$ cat src/hdl/hex_reply_frame_checker_assert.svh
// Assertion macros shared by the frame checker RTL.
`ifndef HEX_REPLY_FRAME_CHECKER_ASSERT_SVH
`define HEX_REPLY_FRAME_CHECKER_ASSERT_SVH

// Checked property, disabled while reset is asserted.
`define HRFC_ASSERT(lbl, prop, msg) \
  lbl: assert property (@(posedge clk_i) disable iff (!rst_ni) prop) else $error(msg);

// Checked property that also holds during reset.
`define HRFC_ASSERT_ALWAYS(lbl, prop, msg) \
  lbl: assert property (@(posedge clk_i) prop) else $error(msg);

`endif

$ cat src/hdl/hrfc_pkg.sv
`timescale 1ns / 1ps
package hrfc_pkg;

  typedef enum logic [1:0] {
    MODE_START = 2'd0,
    MODE_BYTE  = 2'd1,
    MODE_TICK  = 2'd2
  } mode_e;

  typedef enum logic [2:0] {
    ST_VALUE_OK  = 3'd0,
    ST_ACK_OK    = 3'd1,
    ST_DEV_ERROR = 3'd2,
    ST_ERR_BADCRC = 3'd3,
    ST_BAD_CRC   = 3'd4,
    ST_MALFORMED = 3'd5,
    ST_UNEXPECTED = 3'd6,
    ST_TIMEOUT   = 3'd7
  } status_e;

  typedef enum logic [3:0] {
    PH_START   = 4'd0,
    PH_ADDR    = 4'd1,
    PH_SEQ     = 4'd2,
    PH_PAYLOAD = 4'd3,
    PH_ERRCODE = 4'd4,
    PH_VALUE   = 4'd5,
    PH_CRC     = 4'd6,
    PH_CR      = 4'd7,
    PH_ERRCRC  = 4'd8,
    PH_ERRCR   = 4'd9
  } phase_e;

  localparam logic [7:0]  CH_START = 8'h21;  // '!'
  localparam logic [7:0]  CH_PLUS  = 8'h2B;  // '+'
  localparam logic [7:0]  CH_CR    = 8'h0D;
  localparam logic [15:0] CRC_POLY = 16'h1021;
  localparam logic [15:0] TIMEOUT_RESET = 16'd100;

  localparam logic [3:0] ADDR_DIGITS  = 4'd2;
  localparam logic [3:0] SEQ_DIGITS   = 4'd4;
  localparam logic [3:0] ECODE_DIGITS = 4'd2;
  localparam logic [3:0] VALUE_DIGITS = 4'd8;
  localparam logic [3:0] CRC_DIGITS   = 4'd4;

  typedef struct packed {
    logic [1:0]  mode;
    logic [7:0]  rx_byte;
    logic [7:0]  req_address;
    logic [15:0] req_sequence;
    logic        req_is_ack;
    logic [15:0] req_checksum;
  } in_item_t;

  typedef struct packed {
    logic        valid;
    status_e     status;
    logic [31:0] reply_value;
    logic [7:0]  device_error_code;
    logic        id_mismatch;
  } result_t;

  // CRC-16/XMODEM, one byte, MSB first.
  function automatic logic [15:0] crc16_byte(input logic [15:0] crc, input logic [7:0] b);
    logic [15:0] c;
    c = crc ^ {b, 8'h00};
    for (int i = 0; i < 8; i++) begin
      c = c[15] ? ({c[14:0], 1'b0} ^ CRC_POLY) : {c[14:0], 1'b0};
    end
    return c;
  endfunction

  // Case-insensitive hex digit: {is_digit, value}.
  function automatic logic [4:0] hex_decode(input logic [7:0] b);
    logic [4:0] r;
    r = 5'd0;
    if (b >= 8'h30 && b <= 8'h39) begin
      r = {1'b1, 4'(b - 8'h30)};
    end else if (b >= 8'h61 && b <= 8'h66) begin
      r = {1'b1, 4'(b - 8'h57)};
    end else if (b >= 8'h41 && b <= 8'h46) begin
      r = {1'b1, 4'(b - 8'h37)};
    end
    return r;
  endfunction

endpackage

$ cat src/hdl/hrfc_frame_core.sv
`timescale 1ns / 1ps
`include "hex_reply_frame_checker_assert.svh"
module hrfc_frame_core import hrfc_pkg::*; (
  input  logic        clk_i,
  input  logic        rst_ni,
  input  logic        step_i,
  input  in_item_t    item_i,
  input  logic [15:0] timeout_i,
  output result_t     result_o
);

  logic        busy_q, busy_d;
  phase_e      phase_q, phase_d;
  logic [3:0]  cnt_q, cnt_d;
  logic [31:0] acc_q, acc_d;
  logic [15:0] crc_q, crc_d;
  logic [15:0] fcrc_q, fcrc_d;
  logic [7:0]  exp_addr_q, exp_addr_d;
  logic [15:0] exp_seq_q, exp_seq_d;
  logic        exp_ack_q, exp_ack_d;
  logic [15:0] req_crc_q, req_crc_d;
  logic        mism_q, mism_d;
  logic [7:0]  ecode_q, ecode_d;
  logic [31:0] value_q, value_d;
  logic [15:0] wait_q, wait_d;

  logic [7:0]  b;
  logic [4:0]  hex;
  logic [15:0] crc_upd;
  logic [31:0] acc_new;
  logic [3:0]  cnt_inc;
  logic [15:0] wait_inc;
  phase_e      phase_eff;
  phase_e      nxt;
  logic        digit_ph, crc_on, fits, do_clear;
  logic [3:0]  need;
  logic [15:0] crc_ref;
  result_t     res;

  assign b        = item_i.rx_byte;
  assign hex      = hex_decode(b);
  assign crc_upd  = crc16_byte(crc_q, b);
  assign acc_new  = {acc_q[27:0], hex[3:0]};
  assign cnt_inc  = cnt_q + 4'd1;
  assign wait_inc = wait_q + 16'd1;
  assign crc_ref  = exp_ack_q ? req_crc_q : crc_q;

  // A payload byte other than '+' is handled as the first byte of the next field.
  always_comb begin
    phase_eff = phase_q;
    if (phase_q == PH_PAYLOAD && b != CH_PLUS) begin
      phase_eff = exp_ack_q ? PH_CRC : PH_VALUE;
    end
  end

  always_comb begin
    digit_ph = 1'b1;
    crc_on   = 1'b1;
    need     = CRC_DIGITS;
    nxt      = PH_START;
    unique case (phase_eff)
      PH_ADDR:    begin need = ADDR_DIGITS;  nxt = PH_SEQ;     end
      PH_SEQ:     begin need = SEQ_DIGITS;   nxt = PH_PAYLOAD; end
      PH_ERRCODE: begin need = ECODE_DIGITS; nxt = PH_ERRCRC;  end
      PH_VALUE:   begin need = VALUE_DIGITS; nxt = PH_CRC;     end
      PH_CRC:     begin crc_on = 1'b0;       nxt = PH_CR;      end
      PH_ERRCRC:  begin crc_on = 1'b0;       nxt = PH_ERRCR;   end
      default:    digit_ph = 1'b0;
    endcase
  end

  always_comb begin
    busy_d     = busy_q;
    phase_d    = phase_q;
    cnt_d      = cnt_q;
    acc_d      = acc_q;
    crc_d      = crc_q;
    fcrc_d     = fcrc_q;
    exp_addr_d = exp_addr_q;
    exp_seq_d  = exp_seq_q;
    exp_ack_d  = exp_ack_q;
    req_crc_d  = req_crc_q;
    mism_d     = mism_q;
    ecode_d    = ecode_q;
    value_d    = value_q;
    wait_d     = wait_q;
    do_clear   = 1'b0;
    fits       = 1'b1;
    res        = '0;

    if (step_i) begin
      unique case (item_i.mode)
        MODE_START: begin
          busy_d     = 1'b1;
          exp_addr_d = item_i.req_address;
          exp_seq_d  = item_i.req_sequence;
          exp_ack_d  = item_i.req_is_ack;
          req_crc_d  = item_i.req_checksum;
          do_clear   = 1'b1;
        end
        MODE_BYTE: begin
          if (!busy_q) begin
            res.valid  = 1'b1;
            res.status = ST_UNEXPECTED;
          end else if (digit_ph) begin
            fits = hex[4];
            if (hex[4]) begin
              // Leave the payload phase once its first byte is taken as a digit.
              phase_d = phase_eff;
              if (crc_on) begin
                crc_d = crc_upd;
              end
              acc_d = acc_new;
              cnt_d = cnt_inc;
              if (cnt_inc == need) begin
                phase_d = nxt;
                cnt_d   = 4'd0;
                acc_d   = 32'd0;
                unique case (phase_eff)
                  PH_ADDR: begin
                    if (acc_new[7:0] != exp_addr_q) mism_d = 1'b1;
                  end
                  PH_SEQ: begin
                    if (acc_new[15:0] != exp_seq_q) mism_d = 1'b1;
                  end
                  PH_ERRCODE: ecode_d = acc_new[7:0];
                  PH_VALUE:   value_d = acc_new;
                  default:    fcrc_d  = acc_new[15:0];
                endcase
              end
            end
          end else begin
            unique case (phase_eff)
              PH_START: begin
                fits = (b == CH_START);
                if (fits) begin
                  crc_d   = crc_upd;
                  phase_d = PH_ADDR;
                end
              end
              PH_PAYLOAD: begin
                // Only '+' reaches here.
                crc_d   = crc_upd;
                phase_d = PH_ERRCODE;
              end
              PH_CR: begin
                fits = (b == CH_CR);
                if (fits) begin
                  res.valid       = 1'b1;
                  res.id_mismatch = mism_q;
                  if (fcrc_q != crc_ref) begin
                    res.status = ST_BAD_CRC;
                  end else if (exp_ack_q) begin
                    res.status = ST_ACK_OK;
                  end else begin
                    res.status      = ST_VALUE_OK;
                    res.reply_value = value_q;
                  end
                end
              end
              PH_ERRCR: begin
                fits = (b == CH_CR);
                if (fits) begin
                  res.valid             = 1'b1;
                  res.id_mismatch       = mism_q;
                  res.device_error_code = ecode_q;
                  res.status = (fcrc_q == crc_q) ? ST_DEV_ERROR : ST_ERR_BADCRC;
                end
              end
              default: fits = 1'b0;
            endcase
          end
          if (busy_q && !fits) begin
            res.valid       = 1'b1;
            res.status      = ST_MALFORMED;
            res.id_mismatch = mism_q;
          end
          if (busy_q && res.valid) begin
            busy_d   = 1'b0;
            do_clear = 1'b1;
          end
        end
        MODE_TICK: begin
          if (busy_q) begin
            wait_d = wait_inc;
            if (wait_inc >= timeout_i) begin
              res.valid  = 1'b1;
              res.status = ST_TIMEOUT;
              busy_d     = 1'b0;
              do_clear   = 1'b1;
            end
          end
        end
        default: ;
      endcase
    end

    if (do_clear) begin
      phase_d = PH_START;
      cnt_d   = 4'd0;
      acc_d   = 32'd0;
      crc_d   = 16'd0;
      fcrc_d  = 16'd0;
      mism_d  = 1'b0;
      ecode_d = 8'd0;
      value_d = 32'd0;
      wait_d  = 16'd0;
    end
  end

  assign result_o = res;

  always_ff @(posedge clk_i or negedge rst_ni) begin
    if (!rst_ni) begin
      busy_q     <= 1'b0;
      phase_q    <= PH_START;
      cnt_q      <= 4'd0;
      acc_q      <= 32'd0;
      crc_q      <= 16'd0;
      fcrc_q     <= 16'd0;
      exp_addr_q <= 8'd0;
      exp_seq_q  <= 16'd0;
      exp_ack_q  <= 1'b0;
      req_crc_q  <= 16'd0;
      mism_q     <= 1'b0;
      ecode_q    <= 8'd0;
      value_q    <= 32'd0;
      wait_q     <= 16'd0;
    end else begin
      busy_q     <= busy_d;
      phase_q    <= phase_d;
      cnt_q      <= cnt_d;
      acc_q      <= acc_d;
      crc_q      <= crc_d;
      fcrc_q     <= fcrc_d;
      exp_addr_q <= exp_addr_d;
      exp_seq_q  <= exp_seq_d;
      exp_ack_q  <= exp_ack_d;
      req_crc_q  <= req_crc_d;
      mism_q     <= mism_d;
      ecode_q    <= ecode_d;
      value_q    <= value_d;
      wait_q     <= wait_d;
    end
  end

  `HRFC_ASSERT(a_result_needs_step, result_o.valid |-> step_i, "result without a step")
  `HRFC_ASSERT(a_idle_after_result, result_o.valid |=> !busy_q, "still busy after result")
  `HRFC_ASSERT_ALWAYS(a_idle_parser_clear,
    !busy_q |-> (phase_q == PH_START && cnt_q == 4'd0 && wait_q == 16'd0),
    "idle parser not cleared")

endmodule

$ cat config.mk
export PLATFORM = sky130hd
export DESIGN_NAME = hrfc_frame_core
export DESIGN_NICKNAME = d
export VERILOG_FILES = /design/src/hdl/hrfc_pkg.sv /design/src/hdl/hrfc_frame_core.sv
export VERILOG_INCLUDE_DIRS = /design/src /design/src/hdl
export SDC_FILE = /design/constraint.sdc
export NUM_CORES = 1
export LEC_CHECK = 0
export BUFFER_PORTS_ARGS = -buffer_cell sky130_fd_sc_hd__buf_2
export CORE_MARGIN = 3
export CORE_UTILIZATION = 64
export CTS_CLUSTER_SIZE = 16
export DETAILED_ROUTE_END_ITERATION = 10
export HOLD_SLACK_MARGIN = 0.08
export PLACE_DENSITY = 0.95
export SLEW_MARGIN = 25
export SYNTH_ARGS = -nofsm -noshare
export SYNTH_HDL_FRONTEND = slang
export SYNTH_SLANG_ARGS = --single-unit
$ cat constraint.sdc
create_clock -name clk_i -period 5.9 [get_ports clk_i]
set_input_delay 0 -clock clk_i [delete_from_list [all_inputs] [get_ports clk_i]]
set_output_delay 0 -clock clk_i [all_outputs]
set_load 0.01 [all_outputs]
==> impl_metrics.prom, run 1 <==
# TYPE chip_impl_metric gauge
chip_impl_metric{name="place_hpwl",unit="mm"} 16.3
chip_impl_metric{name="achievable-frequency",unit="MHz"} 248
chip_impl_metric{name="comb_power_share",unit="%"} 13.5
chip_impl_metric{name="cap_viol_max_count",unit=""} 0
chip_impl_info{name="critical_path.most_common_cell",value="nor2_1"} 1
chip_impl_metric{name="design.portCount",unit=""} 115
chip_impl_metric{name="timing.final.setup_violations",unit=""} 0
chip_impl_metric{name="fillerInstances",unit=""} 848
chip_impl_metric{name="synthArstFlopShare",unit="%"} 100
chip_impl_metric{name="worst_r2r_path_depth",unit=""} 15
chip_impl_metric{name="timing.critical_path.arrival",unit="ps"} 4310
chip_impl_metric{name="vdd.ir_drop.worst",unit="V"} 0.000255
chip_impl_metric{name="period_needed",unit="ps"} 4040
chip_impl_info{name="criticalPathCategory",value="reg -> reg"} 1
chip_impl_metric{name="post-cts-setup-buffer-count",unit=""} 0
chip_impl_info{name="post-synth-top-count-cell",value="dfrtp_1"} 1
chip_impl_metric{name="post_dp_cell_area",unit="um^2"} 10100
chip_impl_metric{name="core_area",unit="um^2"} 14200
chip_impl_metric{name="total_leakage_power",unit="nW"} 5.44
chip_impl_metric{name="synth-seq-cells",unit=""} 167
chip_impl_metric{name="final_cells",unit=""} 1299
chip_impl_info{name="cp_top_family",value="simple AND/OR/NAND/NOR gates"} 1
chip_impl_metric{name="tns",unit="ps"} 0
chip_impl_metric{name="drv_slew",unit=""} 0
chip_impl_info{name="critical_path.endpoint_type",value="flop"} 1
chip_impl_metric{name="area_growth",unit="%"} 17.4
chip_impl_metric{name="drt_iter0_drc",unit=""} 1086
chip_impl_info{name="r2r_start",value="wait_q[0]"} 1
chip_impl_info{name="cts.root.buffer_cell",value="clkbuf_16"} 1
chip_impl_metric{name="finalClockSkew",unit="ps"} 7.69
chip_impl_metric{name="layout.core_utilization",unit="%"} 78.4
chip_impl_metric{name="netSwitchingFraction",unit="%"} 26.2
chip_impl_metric{name="netlist.area_leader.share",unit="%"} 44.0
chip_impl_metric{name="num_vias",unit=""} 8022
chip_impl_metric{name="clkSinkCount",unit=""} 167
chip_impl_metric{name="cts.reportedPaths.clkPinSlew",unit="ps"} 60
chip_impl_metric{name="routed_wl",unit="mm"} 25.4
chip_impl_metric{name="routabilityCongestion",unit=""} 0.954
chip_impl_metric{name="cellPowerDensity",unit="nW/um^2"} 249
chip_impl_metric{name="detail_route.drc_violations",unit=""} 0
chip_impl_metric{name="worstPathBufferInverterCount",unit=""} 1
chip_impl_metric{name="post_cts_resized",unit=""} 0
chip_impl_metric{name="timing.critical_path.required",unit="ps"} 6170
chip_impl_metric{name="gr-total-overflow",unit=""} 0
chip_impl_metric{name="initial_utilization",unit="%"} 66.8
chip_impl_metric{name="biggest_cell_delay_along_the_critical_path",unit="ps"} 620
chip_impl_info{name="synth_ff_type",value="dfrtp_1"} 1
chip_impl_metric{name="synth.net_count",unit=""} 1075
chip_impl_metric{name="synth.distinct_cells",unit=""} 69
chip_impl_metric{name="share_seq_of_total_power",unit="%"} 45.8
chip_impl_metric{name="p_int",unit="mW"} 2.05
chip_impl_info{name="holdCritPathClass",value="in -> async"} 1
chip_impl_metric{name="die_area",unit="um^2"} 16300
chip_impl_metric{name="least_margin_pin_slew",unit="ps"} 1020
chip_impl_metric{name="syn-instance-count",unit=""} 980
chip_impl_metric{name="reg2reg_slack",unit="ps"} 1860
chip_impl_metric{name="syn-cell-area",unit="um^2"} 9490
chip_impl_metric{name="min_period_over_period",unit="%"} 68.4
chip_impl_metric{name="grt_antenna_before_repair",unit=""} 0
chip_impl_metric{name="post-route-cell-area",unit="um^2"} 11100
chip_impl_metric{name="slew_headroom",unit="%"} 32.0
chip_impl_metric{name="placed_cells",unit=""} 1224
chip_impl_info{name="critical_path.startpoint_type",value="flop"} 1
chip_impl_metric{name="buffer_ports.inserted",unit=""} 114
chip_impl_metric{name="syn-mean-instance-area",unit="um^2"} 9.69
chip_impl_metric{name="dieWidth",unit="um"} 128
chip_impl_metric{name="wl_per_cell",unit="um"} 19.5
chip_impl_info{name="critical_path.cell_chain",value="ha_1 > nand4_1 > nor2_1 > nand3_1 > nor2_1 > xor2_1 > ha_1 > and4_1 > nand3_1 > nor2_1 > a21oi_1 > nand3b_1 > a21oi_4 > buf_4 > a21oi_1"} 1
chip_impl_metric{name="drt.antenna.violating_nets",unit=""} 0
chip_impl_metric{name="cts_made_buffers",unit=""} 17
chip_impl_metric{name="power.share.clock",unit="%"} 40.7
chip_impl_metric{name="first_pass_iters",unit=""} 6
chip_impl_metric{name="net-switching-power",unit="mW"} 0.728
chip_impl_metric{name="largest_net_degree_at_the_start_of_global_routing",unit=""} 81
chip_impl_metric{name="yosys_warnings",unit=""} 0
chip_impl_metric{name="clkLatencyLatePin",unit="ps"} 440
chip_impl_metric{name="num_rows",unit=""} 43
chip_impl_metric{name="n_diodes",unit=""} 0
chip_impl_metric{name="grt_util_all_layers",unit="%"} 31.7
chip_impl_metric{name="grt_first_pass_wirelength",unit="mm"} 40.6
chip_impl_metric{name="clockBufferDepth",unit=""} 2
chip_impl_info{name="netlist.top_cell.by_area",value="dfrtp_1"} 1
chip_impl_metric{name="final_nets",unit=""} 1203
chip_impl_metric{name="via_count_of_the_first_global_routing_pass",unit=""} 8101
chip_impl_metric{name="hold_violations",unit=""} 0
chip_impl_metric{name="layout-drive-gt1-share",unit="%"} 19.4
chip_impl_info{name="cp_slowest_cell",value="buf_4"} 1
chip_impl_metric{name="seq_area_frac_synth",unit="%"} 44.0
chip_impl_info{name="outcome",value="finished clean"} 1
chip_impl_metric{name="htree_num_levels",unit=""} 4
chip_impl_metric{name="post_drt_via_cell_ratio",unit=""} 6.18
chip_impl_info{name="timing.rr.end",value="value_q[27]"} 1
chip_impl_info{name="synth.area.top_cells",value="dfrtp_1, xnor2_1, mux2i_1"} 1
chip_impl_info{name="synth_commonest_cells",value="dfrtp_1, nand2_1, nor2_1"} 1
chip_impl_info{name="rsz_0062_raised_after_global_routing",value="false"} 1
chip_impl_metric{name="synth_enable_flop_cells",unit=""} 0
chip_impl_metric{name="hold-worst-slack",unit="ps"} 156
chip_impl_metric{name="die_height",unit="um"} 128
chip_impl_metric{name="critical_path.max_fanout",unit=""} 80
chip_impl_info{name="tritoncts",value="done"} 1
logic make-up (layout without fill, tap and decap cells):
family	after synthesis	after routing	synth area share [%]
flops	167	167	44.0
compound gates	127	127	8.73
mux	95	95	10.6
simple gates	368	368	19.0
xor+xnor	113	113	10.4
buf+inv	85	224	4.01
fa+ha+maj	25	25	3.30
metal layers:
layer | GRT usage, % | share of wire, % | up-vias | wire [um]
li1 | - | - | 3613 | -
met1 | 39.2 | 38 | 3889 | 9610
met2 | 53.3 | 50 | 427 | 12800
met3 | 6.33 | 7.4 | 93 | 1870
met4 | 15.3 | 4.5 | 0 | 1130
met5 | 0 | 0 | - | 0
layout make-up:
cell class,count,area [um^2],share of cell area [%]
clock buffers,18,429,3.85
clock inverters,12,155,1.39
inverters,26,97.6,0.876
multi-input cells,728,4960,44.5
flip-flops and latches,167,4180,37.5
well taps,180,225,2.02
repair buffers,168,1100,9.84
layout by cell type, fill, tap and decap left out, types with 4 or more instances in the layout:
| master | count |
|---|---|
| clkbuf_16 | 17 |
| buf_2 | 113 |
| nand4_1 | 16 |
| nand3_1 | 46 |
| dlygate4sd3_1 | 44 |
| ha_1 | 25 |
| xor2_1 | 40 |
| o211ai_1 | 5 |
| mux2_2 | 42 |
| xnor2_1 | 73 |
| nor2_1 | 94 |
| clkinvlp_4 | 5 |
| mux2i_1 | 53 |
| nand3b_1 | 4 |
| dfrtp_1 | 167 |
| and2_1 | 40 |
| a21oi_1 | 71 |
| o21a_1 | 4 |
| nand2b_1 | 5 |
| inv_1 | 26 |
| o31ai_1 | 4 |
| nor4_1 | 10 |
| o21ai_0 | 8 |
| buf_4 | 9 |
| nand2_1 | 110 |
| nor3_1 | 10 |
worst max path at each step:
| stage | from | end | slack, ps | cells past startpoint |
|---|---|---|---|---|
| floorplan | wait_q[3] | cnt_q[0] | 2590 | 17 |
| global placement | wait_q[0] | phase_q[0] | 2160 | 15 |
| detailed placement | wait_q[0] | phase_q[0] | 2020 | 15 |
| CTS | wait_q[0] | phase_q[0] | 1970 | 15 |
| global route | wait_q[0] | phase_q[0] | 1520 | 15 |
| finish | wait_q[0] | value_q[27] | 1860 | 15 |
stage by stage:
stage	power, mW	setup slack, ps
after floorplan	1.51	2590
after global placement	1.61	2160
after detailed placement	1.63	2020
after CTS	2.77	1970
after global routing	2.87	1520
final	2.78	1860
registers in the layout, indices dropped and copies added (netlist names), 4 cells and up:
signal / count
acc_q: 28
cnt_q: 4
crc_q: 16
ecode_q: 8
exp_addr_q: 8
exp_seq_q: 16
fcrc_q: 16
phase_q: 4
req_crc_q: 16
value_q: 32
wait_q: 16
repair_timing:
item                                    in CTS  in global routing
hold endpoints to repair                   120                  0
endpoints found under the setup margin       0                  0
hold buffers                                44                  0
power groups by stage:
stage	combinational [mW]	sequential, mW	clock [mW]
2_1_floorplan	0.249	1.26	0
3_3_place_gp	0.326	1.28	0
3_5_place_dp	0.343	1.29	0
4_1_cts	0.370	1.27	1.13
5_1_grt	0.413	1.28	1.18
6_report	0.375	1.27	1.13
Note: power is estimated with default switching activity, not from simulation.
==> run 2, diff against run 1 <==
Settings changed: ABC_AREA from default to 1, CORE_UTILIZATION 64 to 60, PLACE_DENSITY 0.95 to 0.92.
Clock period 5.9 ns to 4.1 ns, I/O delays scaled along.
==> run 2 against run 1 <==
Net effect: sequential share of layout area is 2.5 points lower; non-clock buffer count is 9 higher; power is 94% higher; worst setup slack worse by 1500 ps; critical endpoint is now acc_q[11]; largest cell class unchanged.
==> impl_metrics.prom, run 2 <==
# TYPE chip_impl_metric gauge
chip_impl_info{name="outcome",value="finished clean"} 1
chip_impl_metric{name="cts.reportedPaths.clkPinSlew",unit="ps"} 60
chip_impl_metric{name="post_drt_via_cell_ratio",unit=""} 5.51
chip_impl_metric{name="timing.critical_path.arrival",unit="ps"} 4090
chip_impl_metric{name="detail_route.drc_violations",unit=""} 0
chip_impl_metric{name="synth_enable_flop_cells",unit=""} 0
chip_impl_metric{name="drt.antenna.violating_nets",unit=""} 0
chip_impl_metric{name="design_power_total",unit="mW"} 5.40
chip_impl_metric{name="least_margin_pin_slew",unit="ps"} 882
chip_impl_info{name="r2r_start",value="wait_q[0]"} 1
chip_impl_metric{name="hold_violations",unit=""} 0
chip_impl_metric{name="cts_made_buffers",unit=""} 17
chip_impl_metric{name="grt_util_all_layers",unit="%"} 30.2
chip_impl_info{name="largest_registers",value="value_q x32, acc_q x28"} 1
chip_impl_metric{name="via_count_of_the_first_global_routing_pass",unit=""} 9029
chip_impl_metric{name="core_area",unit="um^2"} 16200
chip_impl_metric{name="syn-instance-count",unit=""} 1321
chip_impl_info{name="timing.rr.end",value="acc_q[11]"} 1
chip_impl_info{name="critical_path.startpoint_type",value="flop"} 1
chip_impl_metric{name="synthArstFlopShare",unit="%"} 100
chip_impl_info{name="criticalPathCategory",value="reg -> reg"} 1
chip_impl_metric{name="drv_slew",unit=""} 0
chip_impl_metric{name="syn-mean-instance-area",unit="um^2"} 7.63
chip_impl_metric{name="worst_slack_at_placement",unit="ps"} 340
chip_impl_metric{name="total_leakage_power",unit="nW"} 6.48
chip_impl_metric{name="achievable-frequency",unit="MHz"} 269
chip_impl_metric{name="initial_utilization",unit="%"} 62.3
chip_impl_metric{name="grt_first_pass_wirelength",unit="mm"} 44.1
chip_impl_metric{name="timing.critical_path.required",unit="ps"} 4470
chip_impl_metric{name="final_nets",unit=""} 1550
chip_impl_metric{name="first_pass_iters",unit=""} 5
chip_impl_metric{name="slew_headroom",unit="%"} 41.2
chip_impl_metric{name="period_needed",unit="ps"} 3720
chip_impl_metric{name="die_area",unit="um^2"} 18400
chip_impl_metric{name="routabilityCongestion",unit=""} 0.926
chip_impl_metric{name="htree_num_levels",unit=""} 4
chip_impl_info{name="hold_path.startpoint",value="item_i[50]"} 1
chip_impl_info{name="most-common-layout-cells",value="nand2_1, nand3_1, dfrtp_1"} 1
chip_impl_metric{name="timing.final.setup_violations",unit=""} 0
chip_impl_metric{name="n_diodes",unit=""} 0
chip_impl_metric{name="reg2reg_slack",unit="ps"} 380
chip_impl_info{name="critical_path.endpoint_type",value="flop"} 1
chip_impl_info{name="synth_ff_type",value="dfrtp_1"} 1
chip_impl_metric{name="clkSinkCount",unit=""} 167
chip_impl_metric{name="netlist.area_leader.share",unit="%"} 41.4
chip_impl_info{name="holdCritPathClass",value="in -> reg"} 1
chip_impl_info{name="layout_commonest_cell",value="nand2_1"} 1
chip_impl_metric{name="cellPowerDensity",unit="nW/um^2"} 453
chip_impl_info{name="tritoncts",value="done"} 1
chip_impl_metric{name="num_rows",unit=""} 46
chip_impl_metric{name="clkLatencyLatePin",unit="ps"} 440
chip_impl_info{name="hold_end",value="busy_q"} 1
chip_impl_metric{name="die_height",unit="um"} 136
chip_impl_metric{name="wl_per_cell",unit="um"} 16.2
chip_impl_metric{name="met2_track_usage_gr",unit="%"} 51.7
chip_impl_metric{name="grt.met1_usage",unit="%"} 37.0
chip_impl_metric{name="design.portCount",unit=""} 115
chip_impl_metric{name="routed_wl",unit="mm"} 27.3
chip_impl_metric{name="gr-total-overflow",unit=""} 0
chip_impl_info{name="cts.root.buffer_cell",value="clkbuf_16"} 1
chip_impl_info{name="grt_most_used_layer",value="met2"} 1
chip_impl_metric{name="synth-seq-cells",unit=""} 167
chip_impl_metric{name="num_vias",unit=""} 9275
chip_impl_metric{name="min_period_over_period",unit="%"} 90.8
chip_impl_info{name="post-synth-top-count-cell",value="nand2_1"} 1
chip_impl_metric{name="layout-drive-gt1-share",unit="%"} 16.1
chip_impl_info{name="synth_commonest_cells",value="nand2_1, nand3_1, dfrtp_1"} 1
chip_impl_metric{name="cap_viol_max_count",unit=""} 0
chip_impl_metric{name="finalClockSkew",unit="ps"} 12.4
chip_impl_metric{name="yosys_warnings",unit=""} 0
chip_impl_metric{name="grt.met3_usage",unit="%"} 5.76
chip_impl_metric{name="dieWidth",unit="um"} 136
chip_impl_metric{name="synth.net_count",unit=""} 1416
chip_impl_metric{name="min_path_cells",unit=""} 5
chip_impl_info{name="synth.area.top_cells",value="dfrtp_1, nand2_1, nand3_1"} 1
chip_impl_metric{name="syn-cell-area",unit="um^2"} 10100
chip_impl_metric{name="synth.distinct_cells",unit=""} 39
chip_impl_info{name="netlist.top_cell.by_area",value="dfrtp_1"} 1
chip_impl_metric{name="buffer_ports.inserted",unit=""} 114
chip_impl_metric{name="critical_path.max_fanout",unit=""} 70
chip_impl_metric{name="layout_setup_ws",unit="ps"} 378
chip_impl_metric{name="worst_r2r_path_depth",unit=""} 22
chip_impl_metric{name="seq_area_frac_synth",unit="%"} 41.4
chip_impl_metric{name="grt_antenna_before_repair",unit=""} 0
chip_impl_metric{name="largest_net_degree_at_the_start_of_global_routing",unit=""} 93
chip_impl_metric{name="number_of_flip_flops_in_the_largest_register",unit=""} 32
chip_impl_metric{name="area_growth",unit="%"} 18.3
chip_impl_metric{name="place_hpwl",unit="mm"} 17.7
chip_impl_info{name="regMostFlops",value="value_q"} 1
chip_impl_metric{name="clockBufferDepth",unit=""} 2
chip_impl_metric{name="drt_iter0_drc",unit=""} 932
chip_impl_metric{name="vdd.ir_drop.worst",unit="V"} 0.000380
==> run 2: cell count changes in the layout (fill, tap and decap cells not counted), sizes merged, moves of 43 or more <==
cell / change
nor2: +48
inv: +145
nand3: +142
xnor2: -43
nand2: +208
o21ai: +43
mux2i: -53
==> run 2: area by class of cell <==
cell class                 instances  area, um^2
multi-input combinational        922        4970
fill                            1192        4250
sequential                       167        4180
timing repair buffer             177        1210
inverter                         170         638
clock buffer                      21         470
tap                              216         270
clock inverter                    10         189
==> run 2: how the worst max path moves through the flow <==
stage / to / cells past startpoint / from / slack, ps
final: acc_q[11] / 22 / wait_q[0] / 380
after global routing: acc_q[22] / 22 / wait_q[0] / -50
after CTS: acc_q[22] / 20 / wait_q[0] / 280
after detailed placement: acc_q[11] / 20 / wait_q[0] / 340
after global placement: value_q[11] / 22 / wait_q[0] / 530
after floorplan: acc_q[3] / 23 / wait_q[0] / 1000
==> run 2: report_power, final <==
part | switching [mW] | internal (mW) | leakage [nW]
Sequential | 0.197 | 1.84 | 2.22
Clock | 0.679 | 1.13 | 0.320
Combinational | 0.935 | 0.616 | 3.94
==> run 2: cells by family (layout without fill, tap and decap cells) <==
| logic type | after synthesis | in the layout | synth area share [%] |
|---|---|---|---|
| AO/OA/AOI/OAI | 90 | 90 | 4.69 |
| XOR/XNOR | 86 | 86 | 7.47 |
| buffers and inverters | 233 | 378 | 9.75 |
| AND/OR/NAND/NOR | 686 | 687 | 29.7 |
| flip-flops | 167 | 167 | 41.4 |
| multiplexers | 34 | 34 | 3.80 |
| adder cells (fa/ha/maj) | 25 | 25 | 3.10 |
==> run 2: stage by stage <==
step	area [um^2]	utilization [%]	setup TNS (ps)	hold slack, ps	std cells
3_3_place_gp	10800	66.6	0	135	1607
4_1_cts	11900	73.3	0	97.6	1681
6_report	11900	73.7	0	107	1683
5_1_grt	11900	73.7	-610	133	1683
2_1_floorplan	10100	-	0	-296	1321
3_5_place_dp	10800	66.6	0	140	1607
==> run 2: per-layer routing <==
layer	vias to the layer above	share of wire, %
li1	4422	-
met1	4344	39
met2	421	50
met3	88	7.2
met4	0	3.8
met5	-	0
==> run 2: timing repair <==
item                       CTS  global route
hold buffers                43             0
resized for setup            0             7
setup endpoints to repair    0           107
hold endpoints to repair   132             0
setup buffers                0             1
==> run 2: worst max-delay path, stage by stage, from the launching register on <==
cell	delay, ps
dfrtp_1	400
ha_1	190
and3_1	200
nand3_1	100
nor2_1	100
inv_1	60
nor2_1	140
nand3_1	190
nor3_2	190
xor2_1	220
ha_1	270
nand2_1	70
inv_1	40
nand3_1	110
inv_1	50
a21oi_1	150
nand3_1	170
a21oi_1	190
nand2_2	160
nand2_8	140
buf_16	250
nand3_1	120
nand2_1	100
==> run 3, diff against run 2 <==
Settings changed: ABC_AREA 1 to default, CORE_UTILIZATION 60 to 59, PLACE_DENSITY 0.92 to 0.91.
Clock period 4.1 ns to 4 ns, I/O delays scaled along.
==> run 3 against run 2 <==
Net effect: non-clock buffer count decreased by 2; largest power group unchanged; count of clock-buffer cells in the layout down 2; largest cell class unchanged; sequential cell count stayed put; highest routed layer unchanged.
==> impl_metrics.prom, run 3 (synthesis gave the netlist of run 1 again) <==
# TYPE chip_impl_metric gauge
chip_impl_info{name="outcome",value="finished clean"} 1
chip_impl_metric{name="drt_iter0_drc",unit=""} 901
chip_impl_metric{name="htree_num_levels",unit=""} 4
chip_impl_metric{name="wl_per_cell",unit="um"} 19.0
chip_impl_info{name="most-common-layout-cells",value="dfrtp_1, buf_2, nand2_1"} 1
chip_impl_metric{name="clockBufferDepth",unit=""} 2
chip_impl_metric{name="biggest_cell_delay_along_the_critical_path",unit="ps"} 470
chip_impl_metric{name="tns",unit="ps"} 0
chip_impl_metric{name="timing.final.setup_violations",unit=""} 0
chip_impl_info{name="timing.critical_path.from",value="wait_q[2]"} 1
chip_impl_info{name="cp_slowest_cell",value="dfrtp_1"} 1
chip_impl_info{name="timing.rr.end",value="value_q[1]"} 1
chip_impl_metric{name="number_of_flip_flops_in_the_largest_register",unit=""} 32
chip_impl_metric{name="num_vias",unit=""} 7973
chip_impl_metric{name="drv_slew",unit=""} 0
chip_impl_info{name="cp_top_family",value="simple AND/OR/NAND/NOR gates"} 1
chip_impl_metric{name="die_height",unit="um"} 133
chip_impl_metric{name="clkSinkCount",unit=""} 167
chip_impl_metric{name="cts.reportedPaths.clkPinSlew",unit="ps"} 70
chip_impl_metric{name="num_rows",unit=""} 45
chip_impl_metric{name="cts_made_buffers",unit=""} 17
chip_impl_metric{name="finalClockSkew",unit="ps"} 11.5
chip_impl_info{name="holdCritPathClass",value="in -> reg"} 1
chip_impl_info{name="hold_path.startpoint",value="item_i[45]"} 1
chip_impl_metric{name="largest_net_degree_at_the_start_of_global_routing",unit=""} 112
chip_impl_metric{name="grt_antenna_before_repair",unit=""} 1
chip_impl_info{name="r2r_start",value="wait_q[2]"} 1
chip_impl_metric{name="grt_first_pass_wirelength",unit="mm"} 40.9
chip_impl_info{name="largest_registers",value="value_q x32, acc_q x28"} 1
chip_impl_metric{name="detail_route.drc_violations",unit=""} 0
chip_impl_metric{name="grt_util_all_layers",unit="%"} 28.8
chip_impl_info{name="tritoncts",value="done"} 1
chip_impl_metric{name="buffer_ports.inserted",unit=""} 114
chip_impl_info{name="critical_path.cell_chain",value="nand4_1 > nor2_1 > nand3_1 > nor2_1 > xor2_1 > ha_1 > and3_1 > a221oi_1 > o221ai_1 > a21oi_1 > nand3b_1 > a21oi_1 > buf_2"} 1
chip_impl_metric{name="hold-worst-slack",unit="ps"} 114
chip_impl_metric{name="place_hpwl",unit="mm"} 16.2
chip_impl_metric{name="post-route-cell-area",unit="um^2"} 11300
chip_impl_metric{name="min_path_cells",unit=""} 4
chip_impl_metric{name="dieWidth",unit="um"} 133
chip_impl_metric{name="slew_headroom",unit="%"} 32.6
chip_impl_metric{name="timing.critical_path.arrival",unit="ps"} 3680
chip_impl_metric{name="vdd.ir_drop.worst",unit="V"} 0.000348
chip_impl_info{name="layout_commonest_cell",value="dfrtp_1"} 1
chip_impl_metric{name="cellPowerDensity",unit="nW/um^2"} 355
chip_impl_metric{name="worst_r2r_path_depth",unit=""} 15
chip_impl_metric{name="reg2reg_slack",unit="ps"} 330
chip_impl_metric{name="achievable-frequency",unit="MHz"} 272
chip_impl_metric{name="layout-drive-gt1-share",unit="%"} 20.2
chip_impl_info{name="critical_path.endpoint_type",value="primary output"} 1
chip_impl_metric{name="total_leakage_power",unit="nW"} 5.49
chip_impl_metric{name="min_period_over_period",unit="%"} 92.0
chip_impl_metric{name="initial_utilization",unit="%"} 61.3
chip_impl_metric{name="routabilityCongestion",unit=""} 0.914
chip_impl_metric{name="gr-total-overflow",unit=""} 0
chip_impl_metric{name="core_area",unit="um^2"} 15500
chip_impl_metric{name="die_area",unit="um^2"} 17600
chip_impl_metric{name="worstPathBufferInverterCount",unit=""} 1
chip_impl_metric{name="hold_violations",unit=""} 0
chip_impl_metric{name="via_count_of_the_first_global_routing_pass",unit=""} 8001
chip_impl_info{name="hold_end",value="crc_q[4]"} 1
chip_impl_metric{name="least_margin_pin_slew",unit="ps"} 1010
chip_impl_metric{name="routed_wl",unit="mm"} 25.4
chip_impl_info{name="cts.root.buffer_cell",value="clkbuf_16"} 1
chip_impl_metric{name="design.portCount",unit=""} 115
chip_impl_metric{name="post_drt_via_cell_ratio",unit=""} 5.95
chip_impl_metric{name="critical_path.max_fanout",unit=""} 7
chip_impl_info{name="critical_path.startpoint_type",value="flop"} 1
chip_impl_metric{name="area_growth",unit="%"} 18.6
chip_impl_info{name="criticalPathCategory",value="reg -> out"} 1
chip_impl_metric{name="design_power_total",unit="mW"} 3.99
chip_impl_metric{name="post_dp_cell_area",unit="um^2"} 10200
chip_impl_metric{name="first_pass_iters",unit=""} 7
chip_impl_metric{name="cap_viol_max_count",unit=""} 0
chip_impl_metric{name="timing.critical_path.required",unit="ps"} 4000
chip_impl_info{name="regMostFlops",value="value_q"} 1
chip_impl_metric{name="period_needed",unit="ps"} 3680
chip_impl_metric{name="final_nets",unit=""} 1210
chip_impl_metric{name="fillerInstances",unit=""} 1017
chip_impl_metric{name="drt.antenna.violating_nets",unit=""} 0
chip_impl_metric{name="clkLatencyLatePin",unit="ps"} 440
[run 3: changes by cell type in the layout (fill, tap and decap cells not counted), moves of 43 or more]
| cell | previous run | this run |
|---|---|---|
| inv_1 | 162 | 26 |
| mux2i_1 | 0 | 53 |
| nand2_1 | 311 | 110 |
| nand3_1 | 183 | 46 |
| nor2_1 | 139 | 93 |
| xnor2_1 | 30 | 73 |
[run 3: layer usage]
metal / GRT usage (%) / wire length, um
met3: 5.89 / 1610
met5: 0 / 0
met2: 47.7 / 12600
met4: 10.4 / 899
met1: 37.8 / 10400
[run 3: per-stage QoR]
step / std cells / util (%) / setup slack (ps)
floorplan: 980 / - / 690
global placement: 1259 / 65.9 / 257
detailed placement: 1259 / 65.9 / 87.5
CTS: 1334 / 72.3 / 65.7
global route: 1339 / 72.7 / -2.50
finish: 1339 / 72.7 / 322
[run 3: worst max-delay path by stage]
| stage | endpoint | slack [ps] | cells after the start |
|---|---|---|---|
| 6_report | result_o[41] | 320 | 13 |
| 3_3_place_gp | value_q[0] | 260 | 15 |
| 3_5_place_dp | value_q[1] | 90 | 15 |
| 2_1_floorplan | cnt_q[0] | 690 | 17 |
| 5_1_grt | value_q[0] | -3 | 15 |
| 4_1_cts | value_q[1] | 70 | 15 |
[run 3: where the power goes]
part / switching (mW) / internal [mW]
registers: 0.103 / 1.78
clock network: 0.715 / 0.833
logic: 0.279 / 0.280
total: 1.10 / 2.90
[run 3: timing repair]
item,CTS,global route
setup buffers,0,4
hold buffers,44,0
gates resized for setup,0,3
endpoints found under the hold margin,152,0
setup endpoints to repair,0,123
[run 3: cell type report]
| type | count | area (um^2) | area share (%) |
|---|---|---|---|
| diodes | 1 | 2.50 | 0.0222 |
| clock buffers | 19 | 453 | 4.02 |
| clock inverters | 12 | 96.3 | 0.856 |
| inverters | 26 | 97.6 | 0.867 |
| multi-input cells | 728 | 4970 | 44.1 |
| flip-flops and latches | 167 | 4180 | 37.1 |
| well taps | 211 | 264 | 2.34 |
| repair buffers | 175 | 1200 | 10.6 |
[run 3: worst reg2reg max path, delay by kind of cell, from the launching register on]
| family | cells | cell delay [ps] |
|---|---|---|
| xor+xnor | 1 | 190 |
| buf+inv | 2 | 360 |
| compound gates | 4 | 800 |
| simple gates | 7 | 1490 |
| fa+ha+maj | 1 | 260 |
| flops | 1 | 470 |
